[src/design/ntcb_pkg.sv]
// shared types and constants for the ntc beta temperature pipeline
// no dependencies; used by every module of the block
package ntcb_pkg;

    // status codes on the output
    localparam logic [1:0] ST_OK   = 2'd0;
    localparam logic [1:0] ST_ZERO = 2'd1;
    localparam logic [1:0] ST_HIGH = 2'd2;
    localparam logic [1:0] ST_SAT  = 2'd3;

    // configuration register indexes
    localparam logic [1:0] REG_REFERENCE = 2'd0;
    localparam logic [1:0] REG_SERIES    = 2'd1;
    localparam logic [1:0] REG_NOMINAL   = 2'd2;
    localparam logic [1:0] REG_BETA      = 2'd3;

    localparam logic [12:0] RST_REFERENCE = 13'd3300;
    localparam logic [19:0] RST_SERIES    = 20'd100000;
    localparam logic [19:0] RST_NOMINAL   = 20'd100000;
    localparam logic [13:0] RST_BETA      = 14'd3950;

    // fixed point constants
    localparam logic [23:0] LN2_Q24     = 24'd11629080;
    localparam logic [30:0] D_SCALE     = 31'd1677721600;  // 100 * 2^24
    localparam logic [14:0] T25_CENTI   = 15'd29815;
    localparam logic [15:0] CK_SAT      = 16'd60083;       // first saturating centikelvin
    localparam logic signed [15:0] TEMP_MAX   = 16'sh7FFF;
    localparam logic signed [15:0] TEMP_MIN   = -16'sd27315;
    localparam logic signed [16:0] ZERO_CENTI = 17'sd27315;

    localparam int LOG_STAGES = 25;
    localparam int DIV_STAGES = 16;

    // outcome fixed ahead of the arithmetic
    typedef struct packed {
        logic               spec;
        logic [1:0]         status;
        logic signed [15:0] temp;
    } t_tag;

endpackage

[src/design/ntcb_div.sv]
// pipelined restoring division giving a 16-bit quotient, one bit per stage
// depends on ntcb_pkg for the stage count; needs nn < d * 2^16 for a true quotient
module ntcb_div (
    input  logic        i_clk,
    input  logic        i_en,
    input  logic [59:0] i_nn,
    input  logic [46:0] i_d,
    output logic [15:0] o_q
);

    localparam int NS = ntcb_pkg::DIV_STAGES;

    logic [59:0] r_rem [0:NS-1];
    logic [46:0] r_d   [0:NS-1];
    logic [15:0] r_q   [0:NS-1];

    for (genvar j = 0; j < NS; j++) begin : g_bit
        logic [59:0] w_rem;
        logic [46:0] w_d;
        logic [15:0] w_q;
        logic [63:0] w_sub;
        logic        w_ge;
        if (j == 0) begin : g_first
            assign w_rem = i_nn;
            assign w_d   = i_d;
            assign w_q   = 16'd0;
        end else begin : g_next
            assign w_rem = r_rem[j-1];
            assign w_d   = r_d[j-1];
            assign w_q   = r_q[j-1];
        end
        assign w_sub = {17'd0, w_d} << (NS - 1 - j);
        assign w_ge  = {4'd0, w_rem} >= w_sub;
        always_ff @(posedge i_clk) begin
            if (i_en) begin
                r_d[j]   <= w_d;
                r_q[j]   <= {w_q[14:0], w_ge};
                r_rem[j] <= w_ge ? 60'({4'd0, w_rem} - w_sub) : w_rem;
            end
        end
    end

    assign o_q = r_q[NS-1];

endmodule

[config.mk]
export PLATFORM = sky130hd
export DESIGN_NAME = ntcb_div
export DESIGN_NICKNAME = d
export VERILOG_FILES = /design/src/design/ntcb_pkg.sv /design/src/design/ntcb_div.sv
export SDC_FILE = /design/constraint.sdc
export NUM_CORES = 2
export LEC_CHECK = 0
export BUFFER_PORTS_ARGS = -buffer_cell sky130_fd_sc_hd__buf_2
export CORE_ASPECT_RATIO = 1.25
export CORE_UTILIZATION = 64
export DETAILED_ROUTE_END_ITERATION = 10
export PLACE_DENSITY_LB_ADDON = 0.05
export SYNTH_ARGS = -nofsm -noshare
export SYNTH_HDL_FRONTEND = slang
export SYNTH_SLANG_ARGS = --single-unit
[constraint.sdc]
create_clock -name i_clk -period 5 [get_ports i_clk]
set_input_delay 0.75 -clock i_clk [delete_from_list [all_inputs] [get_ports i_clk]]
set_output_delay 0.75 -clock i_clk [all_outputs]
set_load 0.01 [all_outputs]
* Word-level counts from Yosys, hierarchy flattened
Memory sizes are Yosys's and may differ from the RTL's.
Cells that the tools add are included.
** Operators by class
- Magnitude comparators :: 16
- Muxes and demuxes :: 18
- $add $sub $neg :: 16
** Operator list (number)
- 2-to-1 mux 60 bit :: 16
- subtractor 60 bit :: 3
- greater-or-equal comparator 60 x 62 -> 1 bit :: 1
- greater-or-equal comparator 60 x 61 -> 1 bit :: 1
- greater-or-equal comparator 60 x 47 -> 1 bit :: 1
- greater-or-equal comparator 60 x 48 -> 1 bit :: 1
- greater-or-equal comparator 60 x 49 -> 1 bit :: 1
- greater-or-equal comparator 60 x 50 -> 1 bit :: 1
- greater-or-equal comparator 60 x 51 -> 1 bit :: 1
- greater-or-equal comparator 60 x 52 -> 1 bit :: 1
- greater-or-equal comparator 60 x 53 -> 1 bit :: 1
- greater-or-equal comparator 60 x 54 -> 1 bit :: 1
- greater-or-equal comparator 60 x 55 -> 1 bit :: 1
- greater-or-equal comparator 60 x 56 -> 1 bit :: 1
- greater-or-equal comparator 60 x 57 -> 1 bit :: 1
- greater-or-equal comparator 60 x 58 -> 1 bit :: 1
- greater-or-equal comparator 60 x 59 -> 1 bit :: 1
- greater-or-equal comparator 60 bit :: 1
- subtractor 60 x 47 -> 60 bit :: 1
- subtractor 60 x 48 -> 60 bit :: 1
- subtractor 60 x 49 -> 60 bit :: 1
- subtractor 60 x 50 -> 60 bit :: 1
- subtractor 60 x 51 -> 60 bit :: 1
- subtractor 60 x 52 -> 60 bit :: 1
- other kinds (8) :: 9
** Storage, ports and cells
- Input port bits :: 109
- Output and inout bits :: 16
- Bits in writable memories :: 1968
- Word-level logic and storage cells :: 53
- Register bits :: 0
- Memories kept :: 3
** Memories
- r_rem :: depth 16, bits a word 60, rd ports 15, clocked after Yosys merged registers in 0, write ports 16, line ntcb_div.sv:13 : logic [59:0] r_rem [0:NS-1];
- r_d :: depth 16, bits a word 47, rd ports 15, clocked after Yosys merged registers in 0, write ports 16, line ntcb_div.sv:14 : logic [46:0] r_d [0:NS-1];
- r_q :: depth 16, bits a word 16, rd ports 16, clocked after Yosys merged registers in 0, write ports 16, line ntcb_div.sv:15 : logic [15:0] r_q [0:NS-1];

* Logic depth before layout (Yosys ltp)
An unclocked memory read counts as a cell.
- Word-level depth :: 3
- Gate-level depth with buffers :: 17

* Least setup slack after synthesis
Ideal clock, no wire load.
- Kind :: register to register
- From :: memory r_rem[4][10], in the netlist r_rem[0][250]
- To :: memory r_rem[5][11], in the netlist r_rem[0][311], data pin
- Arrival time :: 3.464 ns
- Required time :: 4.738 ns
- Stages on the path, launching flop included :: 16
- Setup slack :: 1.274 ns
- Library setup time :: 0.262 ns
- Buffers on the path :: 1
- Path through :: edfxtp_1 > inv_1 > ha_1 > inv_1 > fa_1 > a21o_1 > a221oi_1 > o2bb2ai_1 > a21oi_1 > a21oi_1 > a41o_1 > a31o_2 > a21o_1 > a31oi_1 > buf_2 > mux2_1
** RTL lines (line)
- start: declaration :: ntcb_div.sv:13

==> impl_metrics.toml <==
[outcome]
outcome = "complete, no violations"

[global_route]
grt_use_total_pct = 31.6
grt_overflow = 0
grt_max_degree = 127
grt_pass1_vias = 79101
antenna_found_initial = 5
grt_first_pass_wirelength_mm = 407

[timing]
fmax_ghz = 0.208
worst_slew_pin_slew_ps = 1210
finClkSkew_ps = 46.5
setup_violations = 0
post-route-period-util_pct = 96.1
rsz0062_at_grt = "no"
slew_violations = 0
slew-limit-headroom_pct = 18.0
fin_crit_ps = 4800
hold_violations = 0
setup_tns_ps = 0

[power_and_ir_drop]
combPwrFrac_pct = 45.3
swShare_pct = 38.6
power_density_nw_per_um2 = 590
p_int_mw = 41.2
clock_power_share_pct = 20.1
ir_worst_vdd_mv = 0.385
p_leak_nw = 47.0
power.switching_mw = 25.9
pwr-share-seq_pct = 34.6

[setup_path]
cp_common_cell = "a211oi_1"
path_max_fanout = 49
crit_required_ps = 5600
crit_buf_inv = 3
critPathTopFamily = "compound AO/OA/AOI/OAI gates"
slowest_stage = "a211oi_1"
cpPeakStageDelay_ps = 590
end_kind = "flip-flop"
critPathKind = "reg -> reg"
startpoint_type = "flip-flop"
crit_arrival_ps = 5400
crit_chain = "inv_1 > ha_1 > fa_1 > nand2b_1 > a21oi_1 > o31ai_1 > a21oi_2 > a211oi_1 > o41ai_1 > a211oi_1 > o41a_2 > buf_12 > buf_4 > mux2_2"

[synthesis]
synth_nets = 10945
ys.flop_type = "edfxtp_1"
syn_avg_cell_area_um2 = 10.3
syn_area_um2 = 104000
yosys_warnings = 0
async_flop_share_pct = 0
synth.yosys.seq_area_share_pct = 50.3
yosysTopAreaCell = "edfxtp_1"
synth_seq_cells = 1741
synthCells = 10072
synth_cell_types = 99
synth_edf_count = 1741
yosysTopAreaCellShare_pct = 50.3
synth.area.top_cells = "edfxtp_1 (50%), ha_1 (9.0%), a21oi_1 (4.5%)"

[drt]
finalWirelength_mm = 262
avgViaCountPerCell = 6.18
vias = 77387
routedWlPerCell_um = 20.9
antenna_left = 0
first_iter_violations = 6328
drc = 0
drtPass1Iterations = 9

[min_path]
hp-class = "in -> reg"

[layout]
drive_gt1_share_pct = 6.77
area_growth_pct = 9.44
nNetsFinal = 11068
final_area_um2 = 114000

[place]
port_buffers = 124
hpwl_mm = 201
place_congestion = 1.07
placed_area_um2 = 108000

[clock_network]
cts_buffers = 173
holdBufCountCts = 0
clockBufferDepth = 3
clock_latency_ps = 860
cts_tree = "done"
cts-root-buf = "clkbuf_16"
cts_sinks = 1741
cts_max_level = 4
clk_pin_slew_ps = 60

[floorplanning]
coreArea_um2 = 161000
initial_utilization_pct = 64.4
die_x_um = 363
io_pins = 125
rows = 165
die_h_um = 453
dieArea_um2 = 164000

[job]
maxCapViolations = 0
stage by stage:
stage	util (%)	power [mW]	setup WS, ps	hold slack [ps]	std cells
3_5_place_dp	66.8	53.0	87.3	405	12191
2_1_floorplan	-	44.8	1270	400	10072
4_1_cts	70.5	66.7	134	16.6	12514
5_1_grt	70.5	71.0	22.0	44.9	12515
6_report	70.5	67.1	196	74.6	12516
3_3_place_gp	66.8	52.1	163	400	12191
routing by layer:
layer	GRT usage [%]	up-vias	part of all wire (%)
li1	-	37016	-
met1	27.6	36510	32
met2	64.2	2801	56
met3	3.39	1060	3.5
met4	24.0	0	8.5
met5	0	-	0
cell usage in the layout (no fill, tap or decap), types with 178 or more instances in the layout:
cell type  instances
o21ai_0          681
edfxtp_1        1741
xor2_1           315
ha_1             749
a21oi_1          932
nand2_1          967
o21ai_1          180
inv_1            924
a21o_1           483
xnor2_1          387
nor2_1           543
nand4_1          178
power groups by stage:
stage / Sequential, mW / Clock [mW] / Combinational [mW]
floorplan: 22.7 / 0 / 22.1
global placement: 23.3 / 0 / 28.8
detailed placement: 23.4 / 0 / 29.6
CTS: 23.2 / 13.6 / 29.9
global route: 23.5 / 14.2 / 33.3
finish: 23.2 / 13.5 / 30.4
sequential cells by signal (all words and copies together), names as in the netlist:
register and cells:
r_q 136, r_rem 900, r_d 705
cell families after synthesis:
family                     synth area share, %
and+or+nand+nor                           11.2
buffers and inverters                     4.65
xor gates and xnor gates                  5.91
DFF                                       50.3
AOI/OAI and AO/OA                         17.9
muxes                                    0.762
adders and majority gates                 9.30
Yosys cell counts (50+ instances only):
cell / number
edfxtp_1: 1741
nand2_1: 968
a21oi_1: 933
inv_1: 924
ha_1: 749
o21ai_0: 681
nor2_1: 543
a21o_1: 483
xnor2_1: 387
xor2_1: 315
clkbuf_1: 289
o21ai_1: 180
nand4_1: 178
nand3_1: 169
o21bai_1: 114
and3_1: 101
a31oi_1: 99
nor2b_1: 98
nor3_1: 93
nand2b_1: 81
o21a_1: 81
o31ai_1: 65
a211oi_1: 64
nor4_1: 63
mux2_2: 50
final timing paths:
check | depth (start not counted) | to | from | slack, ps
max | 14 | r_rem[0][459]$_DFFE_PP_ | r_rem[0][368]$_DFFE_PP_ | 200
min | 1 | r_rem[0][5]$_DFFE_PP_ | i_nn[5] | 70
max reg2reg | 14 | r_rem[0][459]$_DFFE_PP_ | r_rem[0][368]$_DFFE_PP_ | 200
min reg2reg | 0 | r_q[3][4]$_DFFE_PP_ | r_q[2][19]$_DFFE_PP_ | 410
repair_timing:
action | CTS | global route
resized for setup | 0 | 3
setup buffers | 0 | 0
hold endpoints to repair | 0 | 0
setup endpoints to repair | 0 | 41
layout make-up:
type	count	area (µm²)
Inverter	930	3490
Sequential cell	1741	52300
Clock buffer	197	4440
Multi-Input combinational cell	7058	47000
Tap cell	2171	2720
Clock inverter	126	1530
Antenna cell	2	5.00
Fill cell	11402	47600
Timing Repair Buffer	291	2300
No activity file was read; power rests on OpenSTA's default activity.
